[config.mk]
export PLATFORM = sky130hd
export DESIGN_NAME = packet_framer_crc16_unit
export DESIGN_NICKNAME = d
export VERILOG_FILES = /design/src/rtl/pfc_pkg.sv /design/src/rtl/pfc_front.sv /design/src/rtl/pfc_queue.sv /design/src/rtl/pfc_back.sv /design/src/rtl/packet_framer_crc16_unit.sv
export VERILOG_INCLUDE_DIRS = /design/src /design/src/rtl
export SDC_FILE = /design/constraint.sdc
export NUM_CORES = 1
export LEC_CHECK = 0
export BUFFER_PORTS_ARGS = -buffer_cell sky130_fd_sc_hd__clkbuf_2
export CAP_MARGIN = 10
export CORE_MARGIN = 2
export CORE_UTILIZATION = 51
export DETAILED_ROUTE_END_ITERATION = 16
export GPL_TIMING_DRIVEN = 0
export PLACE_DENSITY_LB_ADDON = 0.15
export SYNTH_ARGS = -nofsm -noshare
export SYNTH_HDL_FRONTEND = slang
export SYNTH_SLANG_ARGS = --single-unit
[constraint.sdc]
create_clock -name clk_i -period 3.7 [get_ports clk_i]
set_input_delay 0.74 -clock clk_i [delete_from_list [all_inputs] [get_ports clk_i]]
set_output_delay 0.74 -clock clk_i [all_outputs]
set_load 0.02 [all_outputs]
[src/rtl/assert_macros.svh]
// ---------------------------------------------------------------------------
// assertion macros for the rtl
// ---------------------------------------------------------------------------
`ifndef ASSERT_MACROS_SVH
`define ASSERT_MACROS_SVH

// clocked check, off while reset is asserted
`define PFC_ASSERT(lbl, prop, msg) \
  lbl: assert property (@(posedge clk_i) disable iff (!rst_ni) prop) else $error(msg);

// clocked check that also covers the reset period
`define PFC_ASSERT_RST(lbl, prop, msg) \
  lbl: assert property (@(posedge clk_i) prop) else $error(msg);

`endif

[src/rtl/pfc_pkg.sv]
// ---------------------------------------------------------------------------
// pfc_pkg
// types, constants and the crc byte update for the packet framer
// ---------------------------------------------------------------------------
package pfc_pkg;

  // largest accepted payload length
  localparam int unsigned MAX_PAYLOAD = 255;
  // crc seed and reflected polynomial
  localparam logic [15:0] CRC_INIT = 16'hFFFF;
  localparam logic [15:0] CRC_POLY = 16'd49061;
  // default depth of the front-to-back queue (power of two, at least 2)
  localparam int unsigned QUEUE_DEPTH = 4;

  // input action codes
  localparam logic ACT_START = 1'b0;
  localparam logic ACT_DATA  = 1'b1;

  // output status codes
  localparam logic STAT_OK      = 1'b0;
  localparam logic STAT_TOO_BIG = 1'b1;

  // kind of work handed from front to back
  typedef enum logic [1:0] {
    KIND_START = 2'd0,
    KIND_DATA  = 2'd1,
    KIND_ERROR = 2'd2
  } kind_e;

  // one queued request
  typedef struct packed {
    kind_e      kind;
    logic [7:0] b0;   // command on start, payload byte on data
    logic [7:0] b1;   // length on start
    logic       fin;  // append the crc after the data bytes
  } entry_t;

  // queue status seen by both sides
  typedef struct packed {
    logic full;
    logic empty;
  } q_stat_t;

  // one byte into the crc, lsb first
  function automatic logic [15:0] crc_feed(logic [15:0] crc, logic [7:0] b);
    logic [15:0] c;
    c = crc ^ {8'h00, b};
    for (int k = 0; k < 8; k++) begin
      if (c[0]) begin
        c = (c >> 1) ^ CRC_POLY;
      end else begin
        c = c >> 1;
      end
    end
    return c;
  endfunction

endpackage

[src/rtl/pfc_front.sv]
// ---------------------------------------------------------------------------
// pfc_front
// accepts input requests, tracks packet state and queues work for the back
// ---------------------------------------------------------------------------
module pfc_front import pfc_pkg::*; (
  input  logic        clk_i,
  input  logic        rst_ni,
  input  logic        s_axis_tvalid,
  output logic        s_axis_tready,
  input  logic [23:0] s_axis_tdata,  // command, length, data_byte
  input  logic [0:0]  s_axis_tuser,  // action
  input  q_stat_t     q_stat_i,
  output logic        push_o,
  output entry_t      push_entry_o
);

  logic       in_packet_q, in_packet_d;
  logic [7:0] remain_q, remain_d;
  logic       accept;
  logic       action;
  logic [7:0] command, length, data_byte;
  logic [7:0] remain_dec;

  assign action    = s_axis_tuser[0];
  assign command   = s_axis_tdata[7:0];
  assign length    = s_axis_tdata[15:8];
  assign data_byte = s_axis_tdata[23:16];

  assign s_axis_tready = !q_stat_i.full;
  assign accept        = s_axis_tvalid && s_axis_tready;
  assign remain_dec    = remain_q - 8'd1;

  // classify the request
  always_comb begin
    in_packet_d  = in_packet_q;
    remain_d     = remain_q;
    push_o       = 1'b0;
    push_entry_o = '{kind: KIND_DATA, b0: data_byte, b1: length, fin: 1'b0};
    if (accept) begin
      if (action == ACT_START) begin
        push_o = 1'b1;
        if ({1'b0, length} > 9'(MAX_PAYLOAD)) begin
          in_packet_d       = 1'b0;
          remain_d          = 8'd0;
          push_entry_o.kind = KIND_ERROR;
        end else begin
          in_packet_d       = (length != 8'd0);
          remain_d          = length;
          push_entry_o.kind = KIND_START;
          push_entry_o.b0   = command;
          push_entry_o.fin  = (length == 8'd0);
        end
      end else if (in_packet_q) begin
        push_o           = 1'b1;
        remain_d         = remain_dec;
        push_entry_o.fin = (remain_dec == 8'd0);
        if (remain_dec == 8'd0) begin
          in_packet_d = 1'b0;
        end
      end
    end
  end

  // packet state
  always_ff @(posedge clk_i or negedge rst_ni) begin
    if (!rst_ni) begin
      in_packet_q <= 1'b0;
      remain_q    <= 8'd0;
    end else begin
      in_packet_q <= in_packet_d;
      remain_q    <= remain_d;
    end
  end

endmodule

[src/rtl/pfc_queue.sv]
// ---------------------------------------------------------------------------
// pfc_queue
// short fifo of requests between the front and the back
// ---------------------------------------------------------------------------
module pfc_queue import pfc_pkg::*; #(
  parameter int unsigned QDEPTH = QUEUE_DEPTH
) (
  input  logic    clk_i,
  input  logic    rst_ni,
  input  logic    push_i,
  input  entry_t  push_entry_i,
  input  logic    pop_i,
  output entry_t  head_o,
  output q_stat_t q_stat_o
);

  localparam int unsigned PW = $clog2(QDEPTH);

  entry_t        slots_q [QDEPTH];
  logic [PW-1:0] wr_ptr_q, rd_ptr_q;
  logic [PW:0]   count_q;

  assign q_stat_o.full  = (count_q == (PW+1)'(QDEPTH));
  assign q_stat_o.empty = (count_q == '0);
  assign head_o         = slots_q[rd_ptr_q];

  // entry storage
  always_ff @(posedge clk_i) begin
    if (push_i) begin
      slots_q[wr_ptr_q] <= push_entry_i;
    end
  end

  // pointers and fill count
  always_ff @(posedge clk_i or negedge rst_ni) begin
    if (!rst_ni) begin
      wr_ptr_q <= '0;
      rd_ptr_q <= '0;
      count_q  <= '0;
    end else begin
      if (push_i) begin
        wr_ptr_q <= wr_ptr_q + PW'(1);
      end
      if (pop_i) begin
        rd_ptr_q <= rd_ptr_q + PW'(1);
      end
      if (push_i && !pop_i) begin
        count_q <= count_q + (PW+1)'(1);
      end else if (pop_i && !push_i) begin
        count_q <= count_q - (PW+1)'(1);
      end
    end
  end

endmodule

[src/rtl/pfc_back.sv]
// ---------------------------------------------------------------------------
// pfc_back
// walks each queued request out as frame bytes and keeps the running crc
// ---------------------------------------------------------------------------
module pfc_back import pfc_pkg::*; (
  input  logic       clk_i,
  input  logic       rst_ni,
  input  logic       cfg_valid_i,
  output logic       cfg_ready_o,
  input  logic [7:0] cfg_data_i,
  input  entry_t     head_i,
  input  q_stat_t    q_stat_i,
  output logic       pop_o,
  output logic       m_axis_tvalid,
  input  logic       m_axis_tready,
  output logic [7:0] m_axis_tdata,  // out_byte
  output logic       m_axis_tlast,  // last_byte
  output logic [0:0] m_axis_tuser   // status
);

  logic [7:0]  device_id_q;
  logic [2:0]  step_q;
  logic [15:0] crc_q;
  logic        out_valid_q;
  logic [7:0]  out_byte_q;
  logic        out_last_q;
  logic        out_stat_q;

  logic        advance;
  logic [2:0]  n_data;
  logic        data_phase;
  logic [2:0]  crc_step;
  logic [7:0]  data_sel;
  logic [15:0] crc_seed;
  logic [15:0] crc_next;
  logic        entry_done;
  logic [7:0]  byte_d;
  logic        last_d;
  logic        stat_d;

  assign cfg_ready_o = 1'b1;

  // configuration register
  always_ff @(posedge clk_i or negedge rst_ni) begin
    if (!rst_ni) begin
      device_id_q <= 8'd0;
    end else if (cfg_valid_i) begin
      device_id_q <= cfg_data_i;
    end
  end

  assign advance = !q_stat_i.empty && (!out_valid_q || m_axis_tready);

  // byte selection for the current step
  always_comb begin
    n_data     = (head_i.kind == KIND_START) ? 3'd3 : 3'd1;
    data_phase = (step_q < n_data);
    crc_step   = step_q - n_data;
    case (step_q)
      3'd0:    data_sel = (head_i.kind == KIND_START) ? device_id_q : head_i.b0;
      3'd1:    data_sel = head_i.b0;
      default: data_sel = head_i.b1;
    endcase
    crc_seed = (head_i.kind == KIND_START && step_q == 3'd0) ? CRC_INIT : crc_q;
    crc_next = crc_feed(crc_seed, data_sel);

    byte_d     = data_sel;
    last_d     = 1'b0;
    stat_d     = STAT_OK;
    entry_done = 1'b0;
    if (head_i.kind == KIND_ERROR) begin
      byte_d     = 8'd0;
      last_d     = 1'b1;
      stat_d     = STAT_TOO_BIG;
      entry_done = 1'b1;
    end else if (data_phase) begin
      entry_done = (step_q == n_data - 3'd1) && !head_i.fin;
    end else if (crc_step == 3'd0) begin
      byte_d = crc_q[15:8];
    end else begin
      byte_d     = crc_q[7:0];
      last_d     = 1'b1;
      entry_done = 1'b1;
    end
  end

  assign pop_o = advance && entry_done;

  // sequencer step and running crc
  always_ff @(posedge clk_i or negedge rst_ni) begin
    if (!rst_ni) begin
      step_q <= 3'd0;
      crc_q  <= CRC_INIT;
    end else if (advance) begin
      if (head_i.kind != KIND_ERROR && data_phase) begin
        crc_q <= crc_next;
      end
      if (entry_done) begin
        step_q <= 3'd0;
      end else begin
        step_q <= step_q + 3'd1;
      end
    end
  end

  // output register
  always_ff @(posedge clk_i or negedge rst_ni) begin
    if (!rst_ni) begin
      out_valid_q <= 1'b0;
    end else if (advance) begin
      out_valid_q <= 1'b1;
    end else if (m_axis_tready) begin
      out_valid_q <= 1'b0;
    end
  end

  // output payload
  always_ff @(posedge clk_i) begin
    if (advance) begin
      out_byte_q <= byte_d;
      out_last_q <= last_d;
      out_stat_q <= stat_d;
    end
  end

  assign m_axis_tvalid   = out_valid_q;
  assign m_axis_tdata    = out_byte_q;
  assign m_axis_tlast    = out_last_q;
  assign m_axis_tuser[0] = out_stat_q;

endmodule

[src/rtl/packet_framer_crc16_unit.sv]
// ---------------------------------------------------------------------------
// packet_framer_crc16_unit
// transmit frame builder: id, command, length, payload, crc16 high byte first
// ---------------------------------------------------------------------------
// The output side sends one byte per cycle unless the queue is empty or
// m_axis_tready is low. Bytes per request: payload one, last payload three
// (byte plus both crc bytes), start three, zero-length start five, oversized
// start one. The back sequencer and its single output register set the byte
// rate; the input side takes one request per cycle while the queue has room,
// so bursts of starts are absorbed by the queue and then throttled by the
// byte rate. Stray payload requests outside a packet are dropped.
module packet_framer_crc16_unit import pfc_pkg::*; #(
  parameter int unsigned QDEPTH = QUEUE_DEPTH
) (
  input  logic        clk_i,
  input  logic        rst_ni,
  input  logic        cfg_valid_i,
  output logic        cfg_ready_o,
  input  logic [7:0]  cfg_data_i,     // device_id
  input  logic        s_axis_tvalid,
  output logic        s_axis_tready,
  input  logic [23:0] s_axis_tdata,   // command, length, data_byte
  input  logic [0:0]  s_axis_tuser,   // action
  output logic        m_axis_tvalid,
  input  logic        m_axis_tready,
  output logic [7:0]  m_axis_tdata,   // out_byte
  output logic        m_axis_tlast,   // last_byte
  output logic [0:0]  m_axis_tuser    // status
);

`include "assert_macros.svh"

  q_stat_t q_stat;
  logic    push, pop;
  entry_t  push_entry, head;
  logic    out_err;

  // front: classify requests
  pfc_front u_front (
    .clk_i,
    .rst_ni,
    .s_axis_tvalid,
    .s_axis_tready,
    .s_axis_tdata,
    .s_axis_tuser,
    .q_stat_i     (q_stat),
    .push_o       (push),
    .push_entry_o (push_entry)
  );

  // queue between front and back
  pfc_queue #(.QDEPTH(QDEPTH)) u_queue (
    .clk_i,
    .rst_ni,
    .push_i       (push),
    .push_entry_i (push_entry),
    .pop_i        (pop),
    .head_o       (head),
    .q_stat_o     (q_stat)
  );

  // back: emit frame bytes
  pfc_back u_back (
    .clk_i,
    .rst_ni,
    .cfg_valid_i,
    .cfg_ready_o,
    .cfg_data_i,
    .head_i   (head),
    .q_stat_i (q_stat),
    .pop_o    (pop),
    .m_axis_tvalid,
    .m_axis_tready,
    .m_axis_tdata,
    .m_axis_tlast,
    .m_axis_tuser
  );

  // error result on the output
  assign out_err = m_axis_tvalid && m_axis_tuser[0];

  // checks
  `PFC_ASSERT(a_no_overflow, push |-> !q_stat.full, "push into full queue")
  `PFC_ASSERT(a_no_underflow, pop |-> !q_stat.empty, "pop from empty queue")
  `PFC_ASSERT(a_error_shape, out_err |-> m_axis_tlast && m_axis_tdata == 8'd0, "bad error result")
  `PFC_ASSERT_RST(a_reset_idle, !rst_ni |=> !m_axis_tvalid, "output valid after reset")

endmodule
==> results.cfg <==
[worst_setup_path]
critPathArrivalTime_ps = 3850
worstRegToRegCells = 11
critPathMostFrequentCell = xor3_1
required_ps = 4040
crit_path_end_kind = register
worstPathCellList = inv_1 -> ha_1 -> nor2b_1 -> clkbuf_1 -> o21ai_0 -> a31o_2 -> a221oi_2 -> xor3_1 -> xor3_1 -> a31oi_1 -> nand3_1
slowest_delay_ps = 580
startpoint_type = register
cp_slowest_cell = xor3_1
crit_type = reg2reg
cp_max_fo = 10

[cells_and_area]
areaGrowthSynthToFinish_pct = 16.4
final_common_cell = edfxtp_1
layout.nets = 630
final_area_um2 = 7510
antennaDiodeCount = 0
final_layout_size_suffix_gt1_frac = 0.245
final_cell_mix = 81 x edfxtp_1, 64 x nand2_1, 46 x clkbuf_2, 42 x nor2_1, 33 x xnor2_1

[synth]
netlist_area_um2 = 6450
async_flop_share = 0.352
synthFlopType = edfxtp_1
seq_area_frac_synth = 0.551
synth_edf_count = 81
synth_warnings = 0
ys_types = 59
synth_cells = 514
ys_seq_elements = 125
synth_fp_nets = 564
synth.avg_cell_area_um2 = 12.5

[cts]
cts.sink_count = 125
cts_hold_buf = 0
clkLatencyLatePin_ps = 410
post-cts-setup-buffers = 0
cts_tree = built
root_buffer = clkbuf_16
cts_buffers = 17
cts_buffer_depth = 2
clk_pin_slew_ps = 60
cts.htree.levels = 4
post_cts_resize_count = 0

[global_route]
grt_pass1_vias = 4253
grt_max_degree = 45
grt.total_usage = 0.218
grt-ovfl-total = 0
antenna_found_initial = 0
grt_pass1_wl_mm = 21.7

[worst_hold_path]
hp-class = in2async

[drt]
wl_mm = 13.4
drtPass1Iterations = 4
drt_iter0_drc = 288
wl_per_cell_um = 17.6
route.met3.wl_um = 428
vias = 4147
highest_layer = met4
wl_met1_mm = 5.64
drc = 0
viasPerCell = 5.42
ant_nets = 0
met2WireLength_mm = 7.07

[timing]
rsz0062_at_grt = false
fin_crit_sh = 0.949
finalClockSkew_ps = 10.6
fmax_ghz = 0.285
layout_min_cycle_time_ps = 3510
hold_viol = 0
slew_violations = 0
setup_viol = 0
max_slew_margin = 0.349
tightest_slew_ps = 977
tns_ps = 0

[flow_run]
drv_cap = 0

[floorplan]
die_width_um = 116
num_rows = 41
coreArea_um2 = 12500
die_h_um = 116
ios = 51
initial_core_util = 0.517
die-area_um2 = 13600

[placed_design]
portBuffers = 46
hpwl_mm = 9.64
gp_congestion = 0.873
placed_area_um2 = 6900

[outcome]
outcome = complete, no violations
worst max-delay path, delay by kind of cell (launching register included):
| kind | cells | cell delay (ps) |
|---|---|---|
| adders and majority gates | 1 | 210 |
| and+or+nand+nor | 2 | 230 |
| DFF | 1 | 400 |
| xor gates and xnor gates | 2 | 1030 |
| buffers and inverters | 2 | 450 |
| AOI/OAI and AO/OA | 4 | 1110 |
state kept, by name, indices dropped and copies added (netlist names):
name,count
u_front.in_packet_q,1
u_back.crc_q,16
u_queue.count_q,3
u_queue.wr_ptr_q,2
u_back.m_axis_tdata,8
u_back.m_axis_tlast,1
u_queue.rd_ptr_q,2
u_front.remain_q,8
u_back.device_id_q,8
u_back.m_axis_tvalid,1
u_back.step_q,3
u_queue.slots_q,72
layout make-up:
type | count | area [µm²]
plain buffers | 27 | 143
clock buffers | 17 | 425
clock inverters | 15 | 161
fillers | 1008 | 4960
inverters | 15 | 56.3
multi-input cells | 347 | 2700
flip-flops and latches | 125 | 3550
well taps | 172 | 215
repair buffers | 47 | 250
through the flow:
step / util / cells / hold WS (ps) / setup WS, ps
global placement: 0.553 / 732 / 467 / 219
floorplan: - / 514 / 444 / 579
finish: 0.602 / 765 / 219 / 190
detailed placement: 0.553 / 732 / 471 / 98.7
CTS: 0.600 / 764 / 478 / 98.5
global route: 0.602 / 765 / 222 / 14.3
routing by layer:
| metal | GRT usage | vias to the layer above |
|---|---|---|
| met4 | 0.0849 | 0 |
| met5 | 0 | - |
| met1 | 0.249 | 2049 |
| li1 | - | 1989 |
| met2 | 0.387 | 84 |
| met3 | 0.0618 | 25 |
cell families (layout without fill, tap and decap cells):
logic type,Yosys count,after routing,synth area share
compound gates,89,89,0.0941
simple gates,147,147,0.100
xor+xnor,57,57,0.0989
flops,125,125,0.551
mux,40,40,0.0991
buf+inv,42,121,0.0308
fa+ha+maj,12,12,0.0244
other cells,2,2,0.00116
cell usage after synthesis (12+ instances only):
master	n	area share
edfxtp_1	81	0.38
mux4_2	18	0.063
nor2_1	42	0.024
nand2_1	64	0.037
xnor2_1	33	0.045
a21oi_1	12	0.0093
inv_1	15	0.0087
clkbuf_1	15	0.0087
dfrtp_1	28	0.11
xor2_1	13	0.018
dfstp_2	16	0.065
o21ai_0	31	0.024
path summary, 6_finish.rpt:
kind	slack, ps	end	start
worst min-delay path	220	u_back.device_id_q[7]	rst_ni
max in group asynchronous	2920	u_back.crc_q[9]	rst_ni
min in group clk_i	480	u_back.crc_q[11]	u_back.crc_q[11]
worst max-delay path	190	u_back.crc_q[2]	u_back.step_q[1]
worst min register to register	480	u_back.crc_q[11]	u_back.crc_q[11]
worst max register to register	190	u_back.crc_q[2]	u_back.step_q[1]
Power is not shown: default switching activity piles up to over one toggle a cycle in this logic, so the estimate is an artifact.
